## config.mk

```make
export PLATFORM = sky130hd
export DESIGN_NAME = weighted_saturated_luminance
export DESIGN_NICKNAME = d
export VERILOG_FILES = /design/src/rtl/core/wlum_pkg.sv /design/src/rtl/core/wlum_store.sv /design/src/rtl/core/wlum_mac.sv /design/src/rtl/core/wlum_div.sv /design/src/rtl/core/weighted_saturated_luminance.sv
export SDC_FILE = /design/constraint.sdc
export NUM_CORES = 2
export LEC_CHECK = 0
export BUFFER_PORTS_ARGS = -buffer_cell sky130_fd_sc_hd__buf_4
export CELL_PAD_IN_SITES_DETAIL_PLACEMENT = 0
export CELL_PAD_IN_SITES_GLOBAL_PLACEMENT = 1
export CORE_MARGIN = 2
export CORE_UTILIZATION = 40
export CTS_BUF_LIST = sky130_fd_sc_hd__clkbuf_2
export DETAILED_ROUTE_END_ITERATION = 10
export PLACE_DENSITY_LB_ADDON = 0.15
export RECOVER_POWER = 100
export SYNTH_ARGS = -nofsm -noshare
export SYNTH_HDL_FRONTEND = slang
export SYNTH_SLANG_ARGS = --single-unit
```

## constraint.sdc

```tcl
create_clock -name i_clk -period 22.5 [get_ports i_clk]
set_input_delay 1.125 -clock i_clk [delete_from_list [all_inputs] [get_ports i_clk]]
set_output_delay 1.125 -clock i_clk [all_outputs]
set_load 0.02 [all_outputs]
```

## src/rtl/core/wlum_pkg.sv

```systemverilog
`timescale 1ns / 1ps
// Package for the weighted saturated luminance block.
// Holds the shared types and fixed constants; it depends on nothing else.
package wlum_pkg;

    // Operation codes carried by the op field of an input item.
    localparam logic OP_LOAD     = 1'b0;
    localparam logic OP_ESTIMATE = 1'b1;

    // 255.0 in unsigned Q8.8: the ceiling for a gained cell mean.
    localparam logic [15:0] FULL_SCALE_Q8 = 16'd65280;

    // The quotient is resolved to 17 bits so that anything at or above 1.0 clamps.
    localparam int unsigned QUOT_BITS = 17;
    localparam logic [15:0] LUM_MAX   = 16'hFFFF;

    // Reset value of the cells-in-use register.
    localparam logic [7:0] CELLS_RESET = 8'd25;

    // Commands from the sequencer to the shared multiply-accumulate unit.
    typedef struct packed {
        logic clear;   // zero both sums
        logic scale;   // gain times mean, saturate, hold with the weight
        logic weigh;   // scaled mean times weight, add into the sums
    } t_mac_ctrl;

endpackage

```

## src/rtl/core/wlum_store.sv

```systemverilog
`timescale 1ns / 1ps
// Cell store: one 16-bit word per cell holding mean and weight.
// Single write port, single registered read port; no package use.
module wlum_store #(
    parameter int DEPTH  = 128,
    parameter int ADDR_W = 7
) (
    input  logic              i_clk,
    input  logic              i_wr_en,
    input  logic [ADDR_W-1:0] i_wr_addr,
    input  logic [7:0]        i_wr_mean,
    input  logic [7:0]        i_wr_weight,
    input  logic [ADDR_W-1:0] i_rd_addr,
    output logic [7:0]        o_rd_mean,
    output logic [7:0]        o_rd_weight
);

    logic [15:0] r_mem [DEPTH];
    logic [15:0] r_rd_data;

    always_ff @(posedge i_clk) begin
        if (i_wr_en) begin
            r_mem[i_wr_addr] <= {i_wr_mean, i_wr_weight};
        end
    end

    always_ff @(posedge i_clk) begin
        r_rd_data <= r_mem[i_rd_addr];
    end

    assign o_rd_mean   = r_rd_data[15:8];
    assign o_rd_weight = r_rd_data[7:0];

endmodule

```

## src/rtl/core/wlum_mac.sv

```systemverilog
`timescale 1ns / 1ps
// Shared 16x8 multiplier with saturation and the two running sums.
// Depends on wlum_pkg for the control struct and the full-scale constant.
module wlum_mac #(
    parameter int Y_W = 32,
    parameter int W_W = 16
) (
    input  logic                i_clk,
    input  wlum_pkg::t_mac_ctrl i_ctrl,
    input  logic [15:0]         i_gain,
    input  logic [7:0]          i_mean,
    input  logic [7:0]          i_weight,
    output logic [Y_W-1:0]      o_ysum,
    output logic [W_W-1:0]      o_wsum
);

    logic [15:0]    r_s;
    logic [7:0]     r_w;
    logic [Y_W-1:0] r_ysum;
    logic [W_W-1:0] r_wsum;
    logic [15:0]    mul_a;
    logic [7:0]     mul_b;
    logic [23:0]    prod;

    // The one multiplier serves both products of a cell on alternate cycles.
    assign mul_a = i_ctrl.scale ? i_gain : r_s;
    assign mul_b = i_ctrl.scale ? i_mean : r_w;
    assign prod  = 24'(mul_a) * 24'(mul_b);

    always_ff @(posedge i_clk) begin
        if (i_ctrl.scale) begin
            r_s <= (prod > 24'(wlum_pkg::FULL_SCALE_Q8)) ? wlum_pkg::FULL_SCALE_Q8
                                                         : prod[15:0];
            r_w <= i_weight;
        end
    end

    always_ff @(posedge i_clk) begin
        if (i_ctrl.clear) begin
            r_ysum <= '0;
            r_wsum <= '0;
        end else if (i_ctrl.weigh) begin
            r_ysum <= r_ysum + Y_W'(prod);
            r_wsum <= r_wsum + W_W'(r_w);
        end
    end

    assign o_ysum = r_ysum;
    assign o_wsum = r_wsum;

endmodule

```

## src/rtl/core/wlum_div.sv

```systemverilog
`timescale 1ns / 1ps
// Restoring divider: round(Y * 256 / (W * 255)) as 17 quotient bits, clamped.
// Depends on wlum_pkg for the quotient length and clamp value.
module wlum_div #(
    parameter int Y_W = 32,
    parameter int W_W = 16
) (
    input  logic           i_clk,
    input  logic           i_rst_n,
    input  logic           i_start,
    input  logic [Y_W-1:0] i_ysum,
    input  logic [W_W-1:0] i_wsum,
    output logic           o_done,
    output logic [15:0]    o_quot
);

    localparam int D_W   = W_W + 9;
    localparam int NUM_W = Y_W + 10;
    localparam int HI_W  = NUM_W - 17;
    localparam int RW    = ((HI_W > D_W) ? HI_W : D_W) + 1;
    localparam int QB    = wlum_pkg::QUOT_BITS;

    localparam logic [1:0] D_IDLE  = 2'd0;
    localparam logic [1:0] D_PREP  = 2'd1;
    localparam logic [1:0] D_CHECK = 2'd2;
    localparam logic [1:0] D_ITER  = 2'd3;

    logic [1:0]       r_state, n_state;
    logic [4:0]       r_cnt;
    logic             r_done;
    logic             r_ovf;
    logic [D_W-1:0]   r_den;
    logic [Y_W-1:0]   r_y;
    logic [RW-1:0]    r_rem;
    logic [QB-1:0]    r_lo;
    logic [QB-1:0]    r_q;
    logic [NUM_W-1:0] num;
    logic [RW-1:0]    sh;
    logic [RW-1:0]    den_ext;
    logic             fits;

    // num = 512*Y + 255*W; the divisor kept in r_den is 2*255*W.
    assign num     = {1'b0, r_y, 9'd0} + NUM_W'(r_den[D_W-1:1]);
    assign den_ext = RW'(r_den);
    assign sh      = {r_rem[RW-2:0], r_lo[QB-1]};
    assign fits    = (sh >= den_ext);

    always_comb begin
        n_state = r_state;
        unique case (r_state)
            D_IDLE:  if (i_start) n_state = D_PREP;
            D_PREP:  n_state = D_CHECK;
            D_CHECK: n_state = D_ITER;
            D_ITER:  if (r_cnt == 5'(QB - 1)) n_state = D_IDLE;
            default: n_state = D_IDLE;
        endcase
    end

    always_ff @(posedge i_clk) begin
        if (!i_rst_n) begin
            r_state <= D_IDLE;
            r_done  <= 1'b0;
        end else begin
            r_state <= n_state;
            r_done  <= (r_state == D_ITER) && (r_cnt == 5'(QB - 1));
        end
    end

    always_ff @(posedge i_clk) begin
        unique case (r_state)
            D_IDLE: begin
                if (i_start) begin
                    r_den <= {i_wsum, 9'd0} - {8'd0, i_wsum, 1'b0};
                    r_y   <= i_ysum;
                end
            end
            D_PREP: begin
                r_rem <= RW'(num >> QB);
                r_lo  <= num[QB-1:0];
            end
            D_CHECK: begin
                // A top part already at or above the divisor means q >= 2^17.
                r_ovf <= (r_rem >= den_ext);
                r_cnt <= '0;
            end
            D_ITER: begin
                r_rem <= fits ? (sh - den_ext) : sh;
                r_q   <= {r_q[QB-2:0], fits};
                r_lo  <= {r_lo[QB-2:0], 1'b0};
                r_cnt <= r_cnt + 5'd1;
            end
            default: begin
            end
        endcase
    end

    assign o_done = r_done;
    assign o_quot = (r_ovf || r_q[QB-1]) ? wlum_pkg::LUM_MAX : r_q[15:0];

endmodule

```

## src/rtl/core/weighted_saturated_luminance.sv

```systemverilog
`timescale 1ns / 1ps
// Weighted saturated luminance: a load item writes one cell; an estimate item walks
// cells 0 to n-1 (n = cells_in_use, capped at MAX_CELLS) through one shared 16x8
// multiplier, a scale step and a weigh step per cell, then runs a 17-step restoring
// divider, which a zero weight sum skips. Input stall stays high while an estimate
// is in progress; the result register lets a finished item wait downstream.
// Uses wlum_pkg, wlum_store, wlum_mac and wlum_div.
module weighted_saturated_luminance #(
    parameter int MAX_CELLS = 128
) (
    input  logic        i_clk,
    input  logic        i_rst_n,
    input  logic        i_in_valid,
    output logic        o_in_stall,
    input  logic        i_op,
    input  logic [6:0]  i_cell_index,
    input  logic [7:0]  i_cell_mean,
    input  logic [7:0]  i_cell_weight,
    input  logic [15:0] i_gain,
    output logic        o_out_valid,
    input  logic        i_out_stall,
    output logic [15:0] o_luminance,
    output logic        o_no_weight,
    input  logic        i_cfg_valid,
    output logic        o_cfg_ready,
    input  logic [7:0]  i_cfg_data
);

    localparam int ADDR_W = (MAX_CELLS > 1) ? $clog2(MAX_CELLS) : 1;
    localparam int CNT_W  = $clog2(MAX_CELLS + 1);
    localparam int W_W    = 8 + CNT_W;
    localparam int Y_W    = 24 + CNT_W;

    localparam logic [2:0] S_IDLE   = 3'd0;
    localparam logic [2:0] S_FETCH  = 3'd1;
    localparam logic [2:0] S_SCALE  = 3'd2;
    localparam logic [2:0] S_WEIGH  = 3'd3;
    localparam logic [2:0] S_CHECK  = 3'd4;
    localparam logic [2:0] S_DIV    = 3'd5;
    localparam logic [2:0] S_FINISH = 3'd6;

    logic [2:0]          r_state, n_state;
    logic [7:0]          r_cells;
    logic [CNT_W-1:0]    r_n;
    logic [CNT_W-1:0]    r_idx;
    logic [15:0]         r_gain;
    logic [15:0]         r_lum;
    logic                r_flag;
    logic                r_out_valid;
    logic [15:0]         r_out_lum;
    logic                r_out_flag;

    logic                in_acc;
    logic                out_free;
    logic [CNT_W-1:0]    n_cap;
    logic [15:0]         idx_ext;
    logic                wr_en;
    logic [7:0]          rd_mean;
    logic [7:0]          rd_weight;
    logic [Y_W-1:0]      ysum;
    logic [W_W-1:0]      wsum;
    logic                div_start;
    logic                div_done;
    logic [15:0]         div_quot;
    wlum_pkg::t_mac_ctrl mac_ctrl;

    assign in_acc      = i_in_valid && !o_in_stall;
    assign o_in_stall  = (r_state != S_IDLE);
    assign o_cfg_ready = 1'b1;
    assign out_free    = !r_out_valid || !i_out_stall;

    assign n_cap   = (9'(r_cells) > 9'(MAX_CELLS)) ? CNT_W'(MAX_CELLS) : CNT_W'(r_cells);
    assign idx_ext = 16'(i_cell_index);
    assign wr_en   = in_acc && (i_op == wlum_pkg::OP_LOAD)
                     && (9'(i_cell_index) < 9'(MAX_CELLS));

    assign mac_ctrl.clear = in_acc && (i_op == wlum_pkg::OP_ESTIMATE);
    assign mac_ctrl.scale = (r_state == S_SCALE);
    assign mac_ctrl.weigh = (r_state == S_WEIGH);
    assign div_start      = (r_state == S_CHECK) && (wsum != '0);

    always_ff @(posedge i_clk) begin
        if (!i_rst_n) begin
            r_cells <= wlum_pkg::CELLS_RESET;
        end else if (i_cfg_valid && o_cfg_ready) begin
            r_cells <= i_cfg_data;
        end
    end

    always_comb begin
        n_state = r_state;
        unique case (r_state)
            S_IDLE: begin
                if (in_acc && (i_op == wlum_pkg::OP_ESTIMATE)) begin
                    n_state = (n_cap == '0) ? S_CHECK : S_FETCH;
                end
            end
            S_FETCH: n_state = S_SCALE;
            S_SCALE: n_state = S_WEIGH;
            S_WEIGH: n_state = (r_idx == r_n) ? S_CHECK : S_SCALE;
            S_CHECK: n_state = (wsum == '0) ? S_FINISH : S_DIV;
            S_DIV:   if (div_done) n_state = S_FINISH;
            S_FINISH: if (out_free) n_state = S_IDLE;
            default: n_state = S_IDLE;
        endcase
    end

    always_ff @(posedge i_clk) begin
        if (!i_rst_n) begin
            r_state     <= S_IDLE;
            r_out_valid <= 1'b0;
        end else begin
            r_state <= n_state;
            if ((r_state == S_FINISH) && out_free) begin
                r_out_valid <= 1'b1;
            end else if (r_out_valid && !i_out_stall) begin
                r_out_valid <= 1'b0;
            end
        end
    end

    always_ff @(posedge i_clk) begin
        if (!i_rst_n) begin
            r_idx <= '0;
            r_n   <= '0;
        end else if (mac_ctrl.clear) begin
            r_idx <= '0;
            r_n   <= n_cap;
        end else if (r_state == S_SCALE) begin
            // Advancing here lets the store fetch the next cell during the weigh cycle.
            r_idx <= r_idx + CNT_W'(1);
        end
    end

    always_ff @(posedge i_clk) begin
        if (mac_ctrl.clear) begin
            r_gain <= i_gain;
        end
        if (r_state == S_CHECK) begin
            r_flag <= (wsum == '0);
            r_lum  <= '0;
        end else if ((r_state == S_DIV) && div_done) begin
            r_lum <= div_quot;
        end
        if ((r_state == S_FINISH) && out_free) begin
            r_out_lum  <= r_lum;
            r_out_flag <= r_flag;
        end
    end

    wlum_store #(
        .DEPTH  (MAX_CELLS),
        .ADDR_W (ADDR_W)
    ) u_store (
        .i_clk       (i_clk),
        .i_wr_en     (wr_en),
        .i_wr_addr   (idx_ext[ADDR_W-1:0]),
        .i_wr_mean   (i_cell_mean),
        .i_wr_weight (i_cell_weight),
        .i_rd_addr   (r_idx[ADDR_W-1:0]),
        .o_rd_mean   (rd_mean),
        .o_rd_weight (rd_weight)
    );

    wlum_mac #(
        .Y_W (Y_W),
        .W_W (W_W)
    ) u_mac (
        .i_clk    (i_clk),
        .i_ctrl   (mac_ctrl),
        .i_gain   (r_gain),
        .i_mean   (rd_mean),
        .i_weight (rd_weight),
        .o_ysum   (ysum),
        .o_wsum   (wsum)
    );

    wlum_div #(
        .Y_W (Y_W),
        .W_W (W_W)
    ) u_div (
        .i_clk   (i_clk),
        .i_rst_n (i_rst_n),
        .i_start (div_start),
        .i_ysum  (ysum),
        .i_wsum  (wsum),
        .o_done  (div_done),
        .o_quot  (div_quot)
    );

    assign o_out_valid = r_out_valid;
    assign o_luminance = r_out_lum;
    assign o_no_weight = r_out_flag;

    // A zero weight sum always comes out as zero luminance.
    a_no_weight_zero: assert property (@(posedge i_clk) disable iff (!i_rst_n)
        o_out_valid && o_no_weight |-> o_luminance == 16'd0)
        else $error("no_weight result with non-zero luminance");

    // The divider only finishes while the sequencer waits for it.
    a_div_done_in_div: assert property (@(posedge i_clk) disable iff (!i_rst_n)
        div_done |-> r_state == S_DIV)
        else $error("divider finished outside the divide phase");

    // The cell walk never runs past the captured cell count.
    a_idx_bound: assert property (@(posedge i_clk) disable iff (!i_rst_n)
        r_state != S_IDLE |-> r_idx <= r_n)
        else $error("cell index beyond cells in use");

endmodule

```

==> results.sh <==
export IMPL_route_detailed_drc=0
export IMPL_postSynthAreaPerCell_um2=19.2
export IMPL_netlist_area_um2=98100
export IMPL_synth_flop_cell="edfxtp_1"
export IMPL_wl_per_cell_um=27.4
export IMPL_ys_seq_area_frac=0.704
export IMPL_drt_total_wl_mm=261
export IMPL_clock_sink_count=2339
export IMPL_dr_total_vias=51900
export IMPL_cts_htree_levels=6
export IMPL_syn_nets=5399
export IMPL_hp_class="in2reg"
export IMPL_grt_overflow=0
export IMPL_die_x_um=499
export IMPL_cts_buffer_depth=4
export IMPL_final_common_cell="edfxtp_1"
export IMPL_cap_violations=66
export IMPL_ys_ff_latch=2339
export IMPL_post_cts_buffers=0
export IMPL_final_max_slew_viol_count=2733
export IMPL_placedInstanceArea_um2=104000
export IMPL_p_leak_nw=35.5
export IMPL_synth_cells=5101
export IMPL_gp_congestion=0.802
export IMPL_slew_headroom=-2.13
export IMPL_grt_pass1_wl_mm=377
export IMPL_first_pass_iters=8
export IMPL_drtIter0Drc=4533
export IMPL_cp_end_kind="flip-flop"
export IMPL_clock_root_buffer="clkbuf_2"
export IMPL_core_um2=244000
export IMPL_crit_fanout=50
export IMPL_worstMarginPinSlew_ns=4.70
export IMPL_cts_hold_buf=107
export IMPL_power_mw=15.5
export IMPL_hpwl_mm=154
export IMPL_status="complete, but fails checks"
export IMPL_clock_latency_ns=1.95
export IMPL_cts_made_buffers=629
export IMPL_cts_tree="built"
export IMPL_grt_max_degree=117
export IMPL_io_buffers=71
export IMPL_synth_edf_count=2228
export IMPL_min_period_over_period=0.518
export IMPL_rsz0062_at_grt="false"
export IMPL_place_ws_ns=14.02
export IMPL_synth_cell_types=79
export IMPL_startpoint_type="flip-flop"
export IMPL_setup_tns_ns=0
export IMPL_fin_nets=6175
export IMPL_antenna_found_initial=24
export IMPL_num_rows=181
export IMPL_ios=73
export IMPL_start_util=0.403
export IMPL_synthArstFlopShare=0
export IMPL_timing_fmax_mhz=85.9
export IMPL_ir_drop_v=0.000357
export IMPL_worstSetupPathType="reg2reg"
export IMPL_track_usage=0.209
export IMPL_fin_area_um2=109000
export IMPL_arrival_ns=13.17
export IMPL_area_growth_pct=11.4
export IMPL_ys_warn_count=0
export IMPL_clk_pin_slew_ns=0.10
export IMPL_power_density_nw_per_um2=142
export IMPL_fin_ws_ns=10.85
export IMPL_dieArea_um2=249000
export IMPL_cp_data_required_time_ns=24.02
export IMPL_skew_ns=0.232
export IMPL_drt_antenna_violating_nets=0
export IMPL_min_period_ns=11.65
export IMPL_die_h_um=499
export IMPL_grt_pass1_vias=54323
export IMPL_final_cell_mix="2228 x edfxtp_1, 921 x clkbuf_2, 671 x mux4_2"
export IMPL_cts_resized=0
export IMPL_drive_gt1_frac=0.289
export IMPL_viasPerCell=5.45
export IMPL_finalHoldViolations=0
export IMPL_violations="capacitance limit, slew limit"
export IMPL_whs_ns=0.314
export IMPL_final_setup_viol_count=0
==> metrics by stage <==
stage,instances,utilization
4_1_cts,9501,0.452
5_1_grt,9514,0.448
3_5_place_dp,8341,0.425
3_3_place_gp,8341,0.425
6_report,9518,0.448
2_1_floorplan,5101,-
==> power by group <==
group,switching [mW],total (mW),internal [mW]
Combinational,4.74,7.62,2.88
Clock,1.73,2.96,1.22
Sequential,0.0713,4.93,4.86
==> flip-flops by register name, summed over array words and instances, names as in the netlist, 17 cells and up <==
register	flops
u_div.r_lo	17
u_div.r_y	32
u_store.r_mem	2048
u_div.r_rem	26
u_div.r_q	17
u_mac.o_ysum	32
u_div.r_den	24
==> synth_stat cells (all sizes together) (8+ instances only) <==
library cell	instances	area (um2)
nand3	53	265
and3	23	144
xnor2	87	762
or4	8	67.6
xor2	32	280
dfxtp	111	2220
a21oi	120	601
and2	22	138
nor3b	12	95.1
nor4	18	113
nor3	47	235
nor2b	28	175
a21o	32	240
buf	52	211
o21a	17	128
o21ai	97	489
mux2i	75	754
a211oi	19	153
nand4	19	119
clkbuf	167	627
a31oi	9	56.3
ha	157	1960
fa	88	1760
nand2b	10	62.6
or3	21	131
nand2	227	852
nor2	279	1050
edfxtp	2228	66900
mux4	671	15100
a211o	8	70.1
o31ai	10	75.1
o21bai	8	60.1
inv	191	717
mux2	39	439
o221a	16	180
o211ai	11	82.6
==> cell families after synthesis <==
logic type               synth area share
multiplexers                        0.166
flip-flops                          0.704
other                           0.0000382
AO/OA/AOI/OAI                      0.0273
AND/OR/NAND/NOR                    0.0375
adder cells (fa/ha/maj)            0.0380
buffers and inverters              0.0158
XOR/XNOR                           0.0106
==> critical path: stages, from the launching register on <==
cell and delay, ns:
dfxtp_1 0.50, nor3b_1 0.23, clkbuf_1 1.18, clkbuf_1 2.28, mux2i_1 0.89, or2_2 0.54
fa_1 0.46, fa_1 0.44, fa_1 0.48, fa_1 0.49, inv_1 0.04, ha_1 0.37
a2111oi_0 0.39, o21ai_0 0.26, a41oi_1 0.49, nor2_2 0.06, a311oi_1 0.32, xnor2_1 0.23
ha_1 0.35, and2_0 0.20, nor2_1 0.11, o21bai_1 0.10, a21oi_1 0.21, o21ai_0 0.15
nor4_1 0.36, or3_1 0.18, a21oi_1 0.06
==> final cells by class <==
cell class	instances	area [um2]
Timing Repair Buffer	364	2340
Clock inverter	132	895
Inverter	191	717
Antenna cell	17	42.5
Tap cell	3202	4010
Multi-Input combinational cell	2352	27500
Sequential cell	2339	69100
Clock buffer	921	4610
Fill cell	21653	134000
==> worst paths after layout <==
path / from / cells after the start / to / slack, ns
hold reg to reg: u_store.r_rd_data[0] / 0 / u_mac.r_w[0] / 0.41
setup reg to reg: r_state[1] / 26 / u_mac.o_ysum[27] / 10.85
setup / recovery: r_state[1] / 26 / u_mac.o_ysum[27] / 10.85
hold / removal: i_in_valid / 4 / u_mac.o_ysum[18] / 0.31
==> routing by layer <==
metal,vias up,wire length [um],global-route usage,part of all wire
met5,-,41,0,0.00016
met4,6,5420,0.0564,0.021
met3,389,14100,0.0378,0.054
met2,1568,127000,0.338,0.49
met1,27357,114000,0.291,0.44
li1,22580,-,-,-
Power figures use the tool's default switching activity.
